File: src/hw/rtl/lswd_pkg.sv
// Package for the LIFO stack with remove-by-value.
// Holds action codes, controller states, the cell control word and width constants.
// No dependencies.
package lswd_pkg;

	localparam int DATA_W    = 32;
	localparam int DEPTH_DEF = 16;
	localparam int ACT_W     = 2;

	typedef enum logic [ACT_W-1:0] {
		ACT_PUSH   = 2'd0,
		ACT_POP    = 2'd1,
		ACT_REMOVE = 2'd2,
		ACT_CLEAR  = 2'd3
	} action_t;

	typedef enum logic {
		ST_IDLE = 1'b0,
		ST_SEEK = 1'b1
	} state_t;

	// Control word broadcast to every cell of the row
	typedef struct packed {
		logic push;     // shift toward the back, value enters cell 0
		logic pop;      // shift toward the front
		logic capture;  // register the per-cell match against the key
		logic squeeze;  // close the gap behind the first match
	} cell_ctl_t;

endpackage

File: src/hw/rtl/lswd_cell.sv
// One cell of the stack row: holds one word and its registered match flag.
// Cell 0 is the front. Depends on lswd_pkg.
module lswd_cell import lswd_pkg::*; #(
	parameter int DEPTH = DEPTH_DEF,
	parameter int INDEX = 0,
	parameter int CNT_W = $clog2(DEPTH + 1)
) (
	input  logic              clk,
	input  logic              arst_n,
	input  cell_ctl_t         ctl,
	input  logic [CNT_W-1:0]  count,
	input  logic [DATA_W-1:0] key,
	input  logic [DATA_W-1:0] prev_data,
	input  logic [DATA_W-1:0] next_data,
	input  logic              hit_in,
	output logic              hit_out,
	output logic [DATA_W-1:0] data
);

	logic [DATA_W-1:0] data_q;
	logic              match_q;
	logic              occupied;

	assign occupied = CNT_W'(INDEX) < count;

	// A match at or in front of this cell moves this cell's word up by one
	assign hit_out = hit_in | match_q;
	assign data    = data_q;

	// Register the compare so the priority chain starts from flops
	always_ff @(posedge clk or negedge arst_n) begin
		if (!arst_n) begin
			match_q <= 1'b0;
		end else if (ctl.capture) begin
			match_q <= occupied && (data_q == key);
		end
	end

	// Advance the word along the row
	always_ff @(posedge clk) begin
		if (ctl.push) begin
			data_q <= prev_data;
		end else if (ctl.pop) begin
			data_q <= next_data;
		end else if (ctl.squeeze && hit_out) begin
			data_q <= next_data;
		end
	end

endmodule

File: src/hw/rtl/lswd_ctrl.sv
// Controller of the stack: command decode, entry count, result registers.
// Drives the control word of the cell row. Depends on lswd_pkg.
module lswd_ctrl import lswd_pkg::*; #(
	parameter int DEPTH = DEPTH_DEF,
	parameter int CNT_W = $clog2(DEPTH + 1)
) (
	input  logic              clk,
	input  logic              arst_n,
	input  logic              start,
	input  logic [ACT_W-1:0]  action,
	input  logic [DATA_W-1:0] head_data,
	input  logic              hit_any,
	output logic              busy,
	output cell_ctl_t         ctl,
	output logic [CNT_W-1:0]  count,
	output logic              done,
	output logic [DATA_W-1:0] popped_value,
	output logic              found,
	output logic              overflow
);

	state_t            state_q, state_d;
	action_t           act;
	logic              accept;
	logic              full;
	logic              empty;
	logic [CNT_W-1:0]  count_q;
	logic              done_q;
	logic [DATA_W-1:0] popped_q;
	logic              found_q;
	logic              ovf_q;

	assign act    = action_t'(action);
	assign full   = count_q == CNT_W'(DEPTH);
	assign empty  = count_q == '0;
	assign accept = start && !busy;

	// Next state
	always_comb begin
		state_d = state_q;
		case (state_q)
			ST_IDLE: begin
				if (accept && act == ACT_REMOVE) begin
					state_d = ST_SEEK;
				end
			end
			ST_SEEK: begin
				state_d = ST_IDLE;
			end
			default: begin
				state_d = ST_IDLE;
			end
		endcase
	end

	// Outputs of the state machine
	always_comb begin
		busy        = 1'b0;
		ctl         = '0;
		case (state_q)
			ST_IDLE: begin
				ctl.push    = start && act == ACT_PUSH && !full;
				ctl.pop     = start && act == ACT_POP && !empty;
				ctl.capture = start && act == ACT_REMOVE;
			end
			ST_SEEK: begin
				busy        = 1'b1;
				ctl.squeeze = 1'b1;
			end
			default: begin
				busy = 1'b0;
			end
		endcase
	end

	always_ff @(posedge clk or negedge arst_n) begin
		if (!arst_n) begin
			state_q <= ST_IDLE;
		end else begin
			state_q <= state_d;
		end
	end

	// Track the number of stored entries
	always_ff @(posedge clk or negedge arst_n) begin
		if (!arst_n) begin
			count_q <= '0;
		end else if (ctl.squeeze) begin
			if (hit_any) begin
				count_q <= count_q - CNT_W'(1);
			end
		end else if (accept) begin
			case (act)
				ACT_PUSH:   if (!full) count_q <= count_q + CNT_W'(1);
				ACT_POP:    if (!empty) count_q <= count_q - CNT_W'(1);
				ACT_CLEAR:  count_q <= '0;
				default:    count_q <= count_q;
			endcase
		end
	end

	// Strobe the result in the cycle after the action completes
	always_ff @(posedge clk or negedge arst_n) begin
		if (!arst_n) begin
			done_q <= 1'b0;
		end else begin
			done_q <= (accept && act != ACT_REMOVE) || ctl.squeeze;
		end
	end

	// Result word
	always_ff @(posedge clk) begin
		popped_q <= ctl.pop ? head_data : '0;
		found_q  <= ctl.squeeze && hit_any;
		ovf_q    <= accept && act == ACT_PUSH && full;
	end

	assign count        = count_q;
	assign done         = done_q;
	assign popped_value = popped_q;
	assign found        = found_q;
	assign overflow     = ovf_q;

	// A push, pop or clear gives its word in the next cycle
	a_quick_done: assert property (@(posedge clk) disable iff (!arst_n)
		(accept && act != ACT_REMOVE) |=> done_q)
		else $error("no result after single-cycle action");

	// A remove is busy while it searches, then strobes its word
	a_remove_seq: assert property (@(posedge clk) disable iff (!arst_n)
		(accept && act == ACT_REMOVE) |=> (busy && !done_q) ##1 (done_q && !busy))
		else $error("remove sequence broken");

	// A refused push leaves the stack full
	a_ovf_full: assert property (@(posedge clk) disable iff (!arst_n)
		(done_q && ovf_q) |-> count_q == CNT_W'(DEPTH))
		else $error("overflow reported while not full");

	// A successful remove drops exactly one entry
	a_found_dec: assert property (@(posedge clk) disable iff (!arst_n)
		(done_q && found_q) |-> count_q == $past(count_q) - CNT_W'(1))
		else $error("remove changed count wrongly");

	// A full stack stays full unless a clear, a pop or a remove intervenes
	a_count_max: assert property (@(posedge clk) disable iff (!arst_n)
		$past(full) && !$past(accept && act == ACT_CLEAR) && !$past(ctl.pop)
			&& !$past(ctl.squeeze) |-> full)
		else $error("count left full state without cause");

endmodule

File: src/hw/rtl/lifo_stack_with_delete.sv
// Top level of the LIFO stack with remove-by-value: a row of lswd_cell and lswd_ctrl.
// Depends on lswd_pkg, lswd_cell, lswd_ctrl.
//
// Bounded stack of DEPTH signed 32-bit words held in a row of cells, cell 0 the front.
// A command is taken when start is high and busy is low. Push, pop and clear complete
// without raising busy, so they may be issued back to back; the result word
// appears with done high in the cycle after the command. For a remove, first every
// cell registers its compare against value, then a priority chain through the row finds
// the first match from the front and the cells behind it move up one place. busy is high
// while the cells move up and done follows it. Each result word is shown for exactly one
// cycle with done and must be taken then; there is no back-pressure. entry_count is the
// number of words held after the command. A push into a full stack is dropped and flagged.
module lifo_stack_with_delete import lswd_pkg::*; #(
	parameter int DEPTH = DEPTH_DEF,
	parameter int CNT_W = $clog2(DEPTH + 1)
) (
	input  logic                     clk,
	input  logic                     arst_n,
	input  logic                     start,
	output logic                     busy,
	input  logic [ACT_W-1:0]         action,
	input  logic signed [DATA_W-1:0] value,
	output logic                     done,
	output logic signed [DATA_W-1:0] popped_value,
	output logic                     found,
	output logic                     overflow,
	output logic [CNT_W-1:0]         entry_count
);

	cell_ctl_t         ctl;
	logic [CNT_W-1:0]  count;
	logic [DATA_W-1:0] data [DEPTH];
	logic [DEPTH:0]    hit;
	logic [DATA_W-1:0] popped;

	assign hit[0] = 1'b0;

	// Row of cells, front to back
	for (genvar i = 0; i < DEPTH; i++) begin : g_cell
		logic [DATA_W-1:0] prev_data;
		logic [DATA_W-1:0] next_data;

		if (i == 0) begin : g_front
			assign prev_data = value;
		end else begin : g_inner
			assign prev_data = data[i-1];
		end

		if (i == DEPTH - 1) begin : g_back
			assign next_data = data[i];
		end else begin : g_mid
			assign next_data = data[i+1];
		end

		lswd_cell #(
			.DEPTH (DEPTH),
			.INDEX (i),
			.CNT_W (CNT_W)
		) u_cell (
			.clk       (clk),
			.arst_n    (arst_n),
			.ctl       (ctl),
			.count     (count),
			.key       (value),
			.prev_data (prev_data),
			.next_data (next_data),
			.hit_in    (hit[i]),
			.hit_out   (hit[i+1]),
			.data      (data[i])
		);
	end

	lswd_ctrl #(
		.DEPTH (DEPTH),
		.CNT_W (CNT_W)
	) u_ctrl (
		.clk          (clk),
		.arst_n       (arst_n),
		.start        (start),
		.action       (action),
		.head_data    (data[0]),
		.hit_any      (hit[DEPTH]),
		.busy         (busy),
		.ctl          (ctl),
		.count        (count),
		.done         (done),
		.popped_value (popped),
		.found        (found),
		.overflow     (overflow)
	);

	assign popped_value = popped;
	assign entry_count  = count;

endmodule

File: config.mk
export PLATFORM = sky130hd
export DESIGN_NAME = lifo_stack_with_delete
export DESIGN_NICKNAME = d
export VERILOG_FILES = /design/src/hw/rtl/lswd_pkg.sv /design/src/hw/rtl/lswd_cell.sv /design/src/hw/rtl/lswd_ctrl.sv /design/src/hw/rtl/lifo_stack_with_delete.sv
export SDC_FILE = /design/constraint.sdc
export NUM_CORES = 1
export LEC_CHECK = 0
export BUFFER_PORTS_ARGS = -buffer_cell sky130_fd_sc_hd__buf_2
export CELL_PAD_IN_SITES_DETAIL_PLACEMENT = 0
export CELL_PAD_IN_SITES_GLOBAL_PLACEMENT = 1
export CORE_UTILIZATION = 53
export CTS_CLUSTER_SIZE = 28
export DETAILED_ROUTE_END_ITERATION = 16
export GPL_ROUTABILITY_DRIVEN = 1
export HOLD_SLACK_MARGIN = 0.06
export PLACE_DENSITY = 0.85
export SYNTH_ARGS = -nofsm -noshare
export SYNTH_HDL_FRONTEND = slang
export SYNTH_SLANG_ARGS = --single-unit
File: constraint.sdc
create_clock -name clk -period 4.4 [get_ports clk]
set_input_delay 0.22 -clock clk [delete_from_list [all_inputs] [get_ports clk]]
set_output_delay 0.22 -clock clk [all_outputs]
set_load 0.005 [all_outputs]
==> reports/metrics.yaml, run 1 <==
critical_path:
  crit_fanout: 95
  r2r_start: "u_ctrl.count[1]"
  start_kind: "flop"
  crit_end: "g_cell[1].u_cell.data[12]"
  startpoint: "u_ctrl.count[1]"
  required_ps: 4780
  path_class: "flop to flop"
  arrival_ps: 3710
  rr_endpoint: "g_cell[1].u_cell.data[12]"
  rrSetupSlack_ps: 1070
  r2r_cells: 7
  critPathCaptureType: "flop"
yosys:
  synthTopCellsByArea: "edfxtp_1 53%, mux2_2 17%, xnor2_1 9.8%, xor2_1 5.6%, dfxtp_1 2.3%"
  synth-compound-area-share: 0.0164
  synth_xor_xnor_area_share: 0.154
  synth_top_family_by_area: "multiplexers"
  syn_avg_cell_area_um2: 14.3
  synth-seq-cells: 569
  syn_area_um2: 29200
  synthMuxAreaShare: 0.186
  synthFlopType: "edfxtp_1"
  yosysWarnings: 0
  synth_edf_count: 512
  synthCells: 2038
  yosysSeqAreaShare: 0.569
  yosysUniqueCellTypes: 50
  synthAdderAreaFrac: 0.00128
  synthSimpleGateAreaFrac: 0.0531
  yosys.area.top_type_share: 0.526
  syn-num-nets: 2078
  netlist.top_cell.by_area: "edfxtp_1"
  synthArstFlopShare: 0.0404
detailed_routing:
  drc_errors: 0
  vias: 17654
  vias_per_cell: 6.25
  ant_nets: 0
  dr.pass1.iters: 5
  met3_length_mm: 8.94
  route.met2.wl_mm: 37.4
  routed_wl_mm: 82.9
  dr.first_iter.drc_count: 2443
  wl_per_cell_um: 29.4
  highest_layer: "met5"
  met1Wirelength_mm: 35.0
cells_and_area:
  final_nets: 2118
  final_core_util: 0.595
  regArea_um2: 16600
  multi_input_area_um2: 12100
  antenna_cells: 0
  syn2layout_area_growth_pct: 10.3
  drive_gt1_frac: 0.305
  fill_cells: 4117
global_route:
  grt_pass1_vias: 17619
  antenna_found_initial: 2
  grt_pass1_wl_mm: 122
  grt_max_degree: 96
  grt-ovfl-total: 0
  grtUsageTotal: 0.297
timing:
  fin_setup_tns_ps: 0
  setup_viol: 0
  maxSlewViolCount: 0
  relSlewSlack: 0.154
  rsz0062_at_grt: "false"
  tightest_slew_ps: 1260
  finalHoldViolCount: 0
  fin_crit_sh: 0.757
  min_period_ps: 3330
  finClkSkew_ps: 22.2
  worst_slack_ps: 1070
  max_freq_mhz: 300
min_path:
  min_path_type: "input port to flop"
clocking:
  cts-resized-gates: 0
  clockBufferDepth: 3
  cts_tree: "built"
  htree_levels: 2
  cts_made_buffers: 59
  post-cts-setup-buffers: 0
  cts_root_buffer: "clkbuf_16"
  clk_latency_ps: 630
  cts_sinks: 569
  clk_pin_slew_ps: 60
placed_design:
  hpwl_mm: 60.9
  pre_cts_ws_ps: 1140
  port_buffers: 77
  place_congestion: 1.01
floorplanning:
  initial_utilization: 0.540
  die_y_um: 237
  row_count: 85
  die_x_um: 237
  core_area_um2: 54100
  die_area_um2: 56100
  pin_count: 78
pwr:
  p_leak_nw: 10.6
  ir_drop_uv: 320
  p_per_area_nw_per_um2: 427
status:
  run_status: "complete, no violations"
run:
  maxCapViolations: 0
## power breakdown
part | leakage (nW) | switching, mW | internal, mW
Clock | 0.919 | 2.12 | 2.83
Sequential | 5.36 | 0.468 | 6.40
Combinational | 4.30 | 1.13 | 0.793
Total | 10.6 | 3.72 | 10.0
## through the flow
step                      total power, mW  hold WS [ps]  std cells  instance area [um2]
final                                13.7          81.5       2824                32200
after global routing                 14.1          68.0       2824                32200
after CTS                            13.7          61.5       2824                32200
after detailed placement             8.83           288       2708                30300
after global placement               8.78           284       2708                30300
after floorplan                      8.07         -75.6       2038                29200
## synthesized netlist by cell type, types with 8 or more instances
library cell  count
and2_1           32
clkbuf_1         83
a21oi_1          10
mux2_2          442
nand2_1          30
nor3_1           15
mux2_1           38
buf_2            50
xnor2_1         326
nand3_1          10
nand4_1          90
xor2_1          187
dfxtp_1          34
o21ai_0          23
nor2_1            9
a32o_1            8
nor4_1           59
edfxtp_1        512
dfrtp_1          23
## layer usage
metal / vias up / GRT usage
met5: - / 0
met4: 4 / 0.0618
met3: 105 / 0.0766
met2: 837 / 0.447
met1: 9089 / 0.433
li1: 7619 / -
## registers in the layout (all words and copies together), names as in the netlist
signal	flops
g_cell.u_cell.data	512
g_cell.u_cell.match_q	16
u_ctrl.count	5
u_ctrl.done	1
u_ctrl.found	1
u_ctrl.overflow	1
u_ctrl.popped_value	32
u_ctrl.state_q	1
## logic make-up after synthesis
logic type | after synthesis
buf+inv | 141
simple gates | 263
compound gates | 67
flops | 569
mux | 482
xor+xnor | 513
fa+ha+maj | 3
## worst min path at each step
stage	cells past startpoint	end	from	slack, ps
after global routing	2	g_cell[0].u_cell.data[1]	value[1]	70
after floorplan	0	g_cell[0].u_cell.match_q	arst_n	-80
after detailed placement	1	g_cell[0].u_cell.match_q	arst_n	290
final	2	g_cell[0].u_cell.data[1]	value[1]	80
after global placement	1	g_cell[0].u_cell.match_q	arst_n	280
after CTS	2	g_cell[0].u_cell.data[1]	value[1]	60
## critical path, stage by stage (launching register included)
cell and delay [ps]:
dfrtp_1 580, inv_1 170, ha_1 260, nor3b_2 230, a2111oi_2 540, buf_12 330
buf_12 430, mux2_2 400
## repair_timing
item | in CTS | in global routing
endpoints found under the hold margin | 25 | 0
endpoints found under the setup margin | 0 | 0
hold buffers | 5 | 0
## area by class of cell
type,count,share of cell area
clock buffers,84,0.0525
clock inverters,27,0.00621
inverters,7,0.000816
multi-input cells,1328,0.374
flip-flops and latches,569,0.516
well taps,696,0.0270
repair buffers,113,0.0231
## placed cells by master (no fill, tap or decap), types with 3 or more instances in the layout
master,Yosys,final
a2111oi_0,3,3
a211oi_1,4,3
a21oi_1,10,10
a221oi_1,3,3
a32o_1,8,8
and2_1,32,32
buf_12,0,6
buf_2,50,77
buf_4,1,25
bufinv_16,0,3
clkbuf_1,83,15
clkbuf_16,0,61
clkbuf_8,0,8
clkinv_1,0,14
clkinv_2,0,7
clkinvlp_4,0,3
dfrtp_1,23,23
dfxtp_1,34,34
dlygate4sd3_1,0,5
edfxtp_1,512,512
ha_1,3,3
inv_1,7,7
mux2_1,38,38
mux2_2,442,442
nand2_1,30,30
nand2b_1,4,4
nand3_1,10,10
nand4_1,90,90
nor2_1,9,9
nor3_1,15,15
nor4_1,59,59
o21ai_0,23,16
o21ai_2,0,5
or4_1,5,5
xnor2_1,326,326
xor2_1,187,187
Note: power is estimated with default switching activity, not from simulation.
==> run 2: changes to the inputs <==
clock period = 3.39 ns   (was 4.4 ns; I/O delays follow)
==> reports/metrics.yaml, run 2 (same netlist as run 1, synthesis figures left out) <==
status:
  run_status: "complete, no violations"
floorplanning:
  die_x_um: 237
  core_area_um2: 54100
  initial_utilization: 0.540
  pin_count: 78
  die_y_um: 237
  die_area_um2: 56100
  row_count: 85
critical_path:
  required_ps: 3750
  critPathCaptureType: "flop"
  path_class: "flop to flop"
  r2r_start: "u_ctrl.count[3]"
  startpoint: "u_ctrl.count[3]"
  r2r_cells: 6
  crit_fanout: 53
  rr_endpoint: "g_cell[14].u_cell.data[2]"
  arrival_ps: 3270
  start_kind: "flop"
  crit_end: "g_cell[14].u_cell.data[2]"
  rrSetupSlack_ps: 480
timing:
  fin_crit_sh: 0.859
  relSlewSlack: 0.169
  max_freq_mhz: 343
  finClkSkew_ps: 18.8
  hold_slack_ps: 133
  maxSlewViolCount: 0
  rsz0062_at_grt: "false"
  min_period_ps: 2910
  worst_slack_ps: 478
  setup_viol: 0
  fin_setup_tns_ps: 0
  tightest_slew_ps: 1240
  finalHoldViolCount: 0
cells_and_area:
  final_cell_mix: "512 x edfxtp_1, 442 x mux2_2, 326 x xnor2_1, 187 x xor2_1, 90 x nand4_1"
  final_core_util: 0.599
  postLayoutCellArea_um2: 32400
  final_nets: 2141
  syn2layout_area_growth_pct: 10.9
  fill_cells: 4113
  final_common_cell: "edfxtp_1"
  antenna_cells: 0
  largest_reg_flops: 512
  drive_gt1_frac: 0.311
  layout.cells.non_filler: 2847
detailed_routing:
  routed_wl_mm: 84.8
  dr.pass1.iters: 6
  vias: 17930
  vias_per_cell: 6.30
  wl_per_cell_um: 29.8
  dr.first_iter.drc_count: 2331
  drc_errors: 0
  ant_nets: 0
min_path:
  min_path_type: "input port to async pin"
pwr:
  comb_power_share: 0.146
  power.total_mw: 17.9
  p_sw_mw: 4.85
  internal_power_mw: 13.0
  p_leak_nw: 10.7
  seq_power_share: 0.495
  sw_frac_of_total: 0.271
  p_per_area_nw_per_um2: 552
  ir_drop_uv: 378
  pwr-share-clk: 0.359
placed_design:
  place_congestion: 0.929
  place_inst: 2731
  pre_cts_ws_ps: 513
  hpwl_mm: 62.4
  placed_area_um2: 30500
  port_buffers: 77
clocking:
  clk_pin_slew_ps: 60
  cts_root_buffer: "clkbuf_16"
  cts_tree: "built"
  cts_made_buffers: 58
  clockBufferDepth: 3
  cts-resized-gates: 0
  htree_levels: 2
  cts_sinks: 569
  post-cts-setup-buffers: 0
  clk_latency_ps: 630
global_route:
  grt_pass1_wl_mm: 124
  grtUsageTotal: 0.305
  grt-ovfl-total: 0
  grt_max_degree: 113
  antenna_found_initial: 1
  grt_pass1_vias: 17750
run:
  maxCapViolations: 0
## run 2: per-layer routing
metal / global-route usage / part of all wire / vias to the layer above
li1: - / - / 7670
met1: 0.449 / 0.42 / 9322
met2: 0.460 / 0.45 / 864
met3: 0.0828 / 0.11 / 74
met4: 0.0447 / 0.011 / 0
met5: 0 / 0 / -
## run 2: worst min-delay path by stage
stage                         from  depth (start not counted)  slack (ps)                        to
after global placement      arst_n                          1         260           u_ctrl.count[3]
after detailed placement    arst_n                          1         260  g_cell[1].u_cell.match_q
final                       arst_n                          2         130  g_cell[3].u_cell.match_q
after CTS                 value[1]                          2         140  g_cell[0].u_cell.data[1]
after global routing      value[7]                          2         150  g_cell[0].u_cell.data[7]
after floorplan             arst_n                          0        -130  g_cell[0].u_cell.match_q
## run 2: power groups by stage
| stage | Clock (mW) | Combinational (mW) | Sequential [mW] |
|---|---|---|---|
| finish | 6.43 | 2.61 | 8.85 |
| global route | 6.74 | 2.76 | 8.90 |
| CTS | 6.48 | 2.56 | 8.85 |
| detailed placement | 0 | 2.54 | 8.99 |
| global placement | 0 | 2.48 | 8.97 |
| floorplan | 0 | 1.73 | 8.75 |
## run 2: what timing repair did
| action | CTS | global route |
|---|---|---|
| hold buffers | 6 | 0 |
| hold endpoints to repair | 26 | 0 |
| setup endpoints to repair | 0 | 0 |
## run 2: final cells by class
type	instances	area (um2)	area share
Sequential cell	569	16600	0.513
Tap cell	696	871	0.0269
Multi-Input combinational cell	1328	12100	0.372
Timing Repair Buffer	137	963	0.0297
Clock inverter	34	277	0.00853
Inverter	7	26.3	0.000811
Clock buffer	76	1590	0.0491
## run 2: critical path, cell delays in order, from the launching register on
cell,delay (ps)
dfrtp_1,740
nor3b_2,230
a2111oi_2,400
buf_4,220
buf_12,260
buf_12,310
mux2_2,380
==> run 3: changes to the inputs <==
BUFFER_PORTS_ARGS = -buffer_cell sky130_fd_sc_hd__clkbuf_2   (was -buffer_cell sky130_fd_sc_hd__buf_2)
CTS_BUF_LIST = sky130_fd_sc_hd__clkbuf_16   (was default)
==> reports/metrics.yaml, run 3 (same netlist as run 1, synthesis figures left out) <==
cells_and_area:
  largest_reg_flops: 512
  syn2layout_area_growth_pct: 11.6
  final_common_cell: "edfxtp_1"
  drive_gt1_frac: 0.319
  antenna_cells: 0
  final_nets: 2150
  fill_cells: 4107
  final_cell_mix: "512 x edfxtp_1, 442 x mux2_2, 326 x xnor2_1, 187 x xor2_1, 90 x nand4_1"
critical_path:
  path_class: "flop to flop"
  startpoint: "u_ctrl.count[1]"
  critPathCaptureType: "flop"
  r2r_start: "u_ctrl.count[1]"
  path_cells: "inv_1 -> ha_1 -> nor3b_2 -> a2111oi_2 -> buf_12 -> buf_12 -> buf_12 -> mux2_2"
  arrival_ps: 3160
  slowest_stage: "a2111oi_2"
  start_kind: "flop"
  required_ps: 3760
  r2r_cells: 8
  rr_endpoint: "g_cell[12].u_cell.data[12]"
  rrSetupSlack_ps: 590
  crit_fanout: 51
  max_stage_delay_ps: 470
  cpMostUsedCell: "buf_12"
  crit_end: "g_cell[12].u_cell.data[12]"
clocking:
  cts_tree: "built"
  htree_levels: 2
  clockBufferDepth: 3
  cts_made_buffers: 59
  clk_pin_slew_ps: 60
  cts-resized-gates: 0
  cts_root_buffer: "clkbuf_16"
  cts_sinks: 569
  clk_latency_ps: 640
  post-cts-setup-buffers: 0
  ctsHoldBuffers: 5
timing:
  tightest_slew_ps: 1170
  finClkSkew_ps: 37.0
  finalHoldViolCount: 0
  min_period_ps: 2800
  fin_crit_sh: 0.825
  worst_slack_ps: 594
  setup_viol: 0
  max_freq_mhz: 358
  rsz0062_at_grt: "false"
  maxSlewViolCount: 0
  relSlewSlack: 0.214
run:
  maxCapViolations: 0
placed_design:
  port_buffers: 77
  pre_cts_ws_ps: 658
  place_congestion: 1.01
  hpwl_mm: 62.1
floorplanning:
  die_y_um: 237
  core_area_um2: 54100
  die_area_um2: 56100
  die_x_um: 237
  pin_count: 78
  initial_utilization: 0.540
  row_count: 85
detailed_routing:
  drc_errors: 0
  vias: 17757
  dr.first_iter.drc_count: 2250
  routed_wl_mm: 84.0
  ant_nets: 0
  dr.pass1.iters: 5
  wl_per_cell_um: 29.4
  vias_per_cell: 6.22
global_route:
  grtUsageTotal: 0.301
  grt_max_degree: 99
  grt-ovfl-total: 0
  grt_pass1_vias: 17814
  antenna_found_initial: 2
  grt_pass1_wl_mm: 123
min_path:
  min_path_type: "input port to flop"
pwr:
  power.total_mw: 18.3
  p_leak_nw: 10.8
  ir_drop_uv: 398
  p_per_area_nw_per_um2: 560
status:
  run_status: "complete, no violations"
-- run 3: cell types whose count changed in the layout (fill, tap and decap cells not counted), moves of 2 or more --
cell / change
buf_2: -77
bufinv_16: +3
clkinv_2: +3
buf_4: +8
clkinvlp_4: +2
clkbuf_1: -14
clkbuf_2: +77
inv_1: +9
clkinv_1: -5
-- run 3: worst min-delay path by stage --
stage,startpoint,to,slack (ps),depth (start not counted)
6_report,action[0],u_ctrl.count[0],110,3
5_1_grt,value[8],g_cell[0].u_cell.data[8],120,2
4_1_cts,action[0],u_ctrl.count[0],90,3
3_5_place_dp,arst_n,g_cell[2].u_cell.match_q,310,1
3_3_place_gp,arst_n,g_cell[2].u_cell.match_q,280,1
2_1_floorplan,arst_n,g_cell[0].u_cell.match_q,-130,0
-- run 3: layout make-up --
type	instances	area (um2)	share of cell area
Multi-Input combinational cell	1328	12100	0.370
Sequential cell	569	16600	0.510
Tap cell	696	871	0.0267
Timing Repair Buffer	145	1030	0.0317
Clock inverter	49	445	0.0137
Inverter	7	26.3	0.000806
Clock buffer	62	1550	0.0476
-- run 3: stage by stage --
stage / setup TNS (ps) / hold WS [ps] / area [um2] / util / std cells
detailed placement: 0 / 310 / 30600 / 0.565 / 2740
finish: 0 / 106 / 32600 / 0.602 / 2856
global route: 0 / 120 / 32600 / 0.602 / 2856
global placement: 0 / 279 / 30600 / 0.565 / 2740
CTS: 0 / 86.3 / 32600 / 0.602 / 2856
floorplan: -28270 / -126 / 29200 / - / 2038
-- run 3: per-layer routing --
layer | global-route usage | wire (um) | vias to the layer above
met4 | 0.0612 | 1620 | 2
met1 | 0.416 | 34600 | 9082
li1 | - | - | 7686
met2 | 0.448 | 37400 | 883
met3 | 0.119 | 10400 | 104
met5 | 0 | 8 | -
-- run 3: worst max-delay path: cells and delay by family, from the launching register on --
kind | cells | cell delay, ps
compound gates | 1 | 470
mux | 1 | 380
simple gates | 1 | 180
buf+inv | 4 | 850
flops | 1 | 350
fa+ha+maj | 1 | 230
-- run 3: report_power, final --
group          switching (mW)  total [mW]  internal (mW)  leakage (nW)
registers               0.508        8.81           8.31          5.36
clock network            2.84        6.75           3.91          1.01
logic                    1.60        2.69           1.09          4.45
total                    4.95        18.3           13.3          10.8
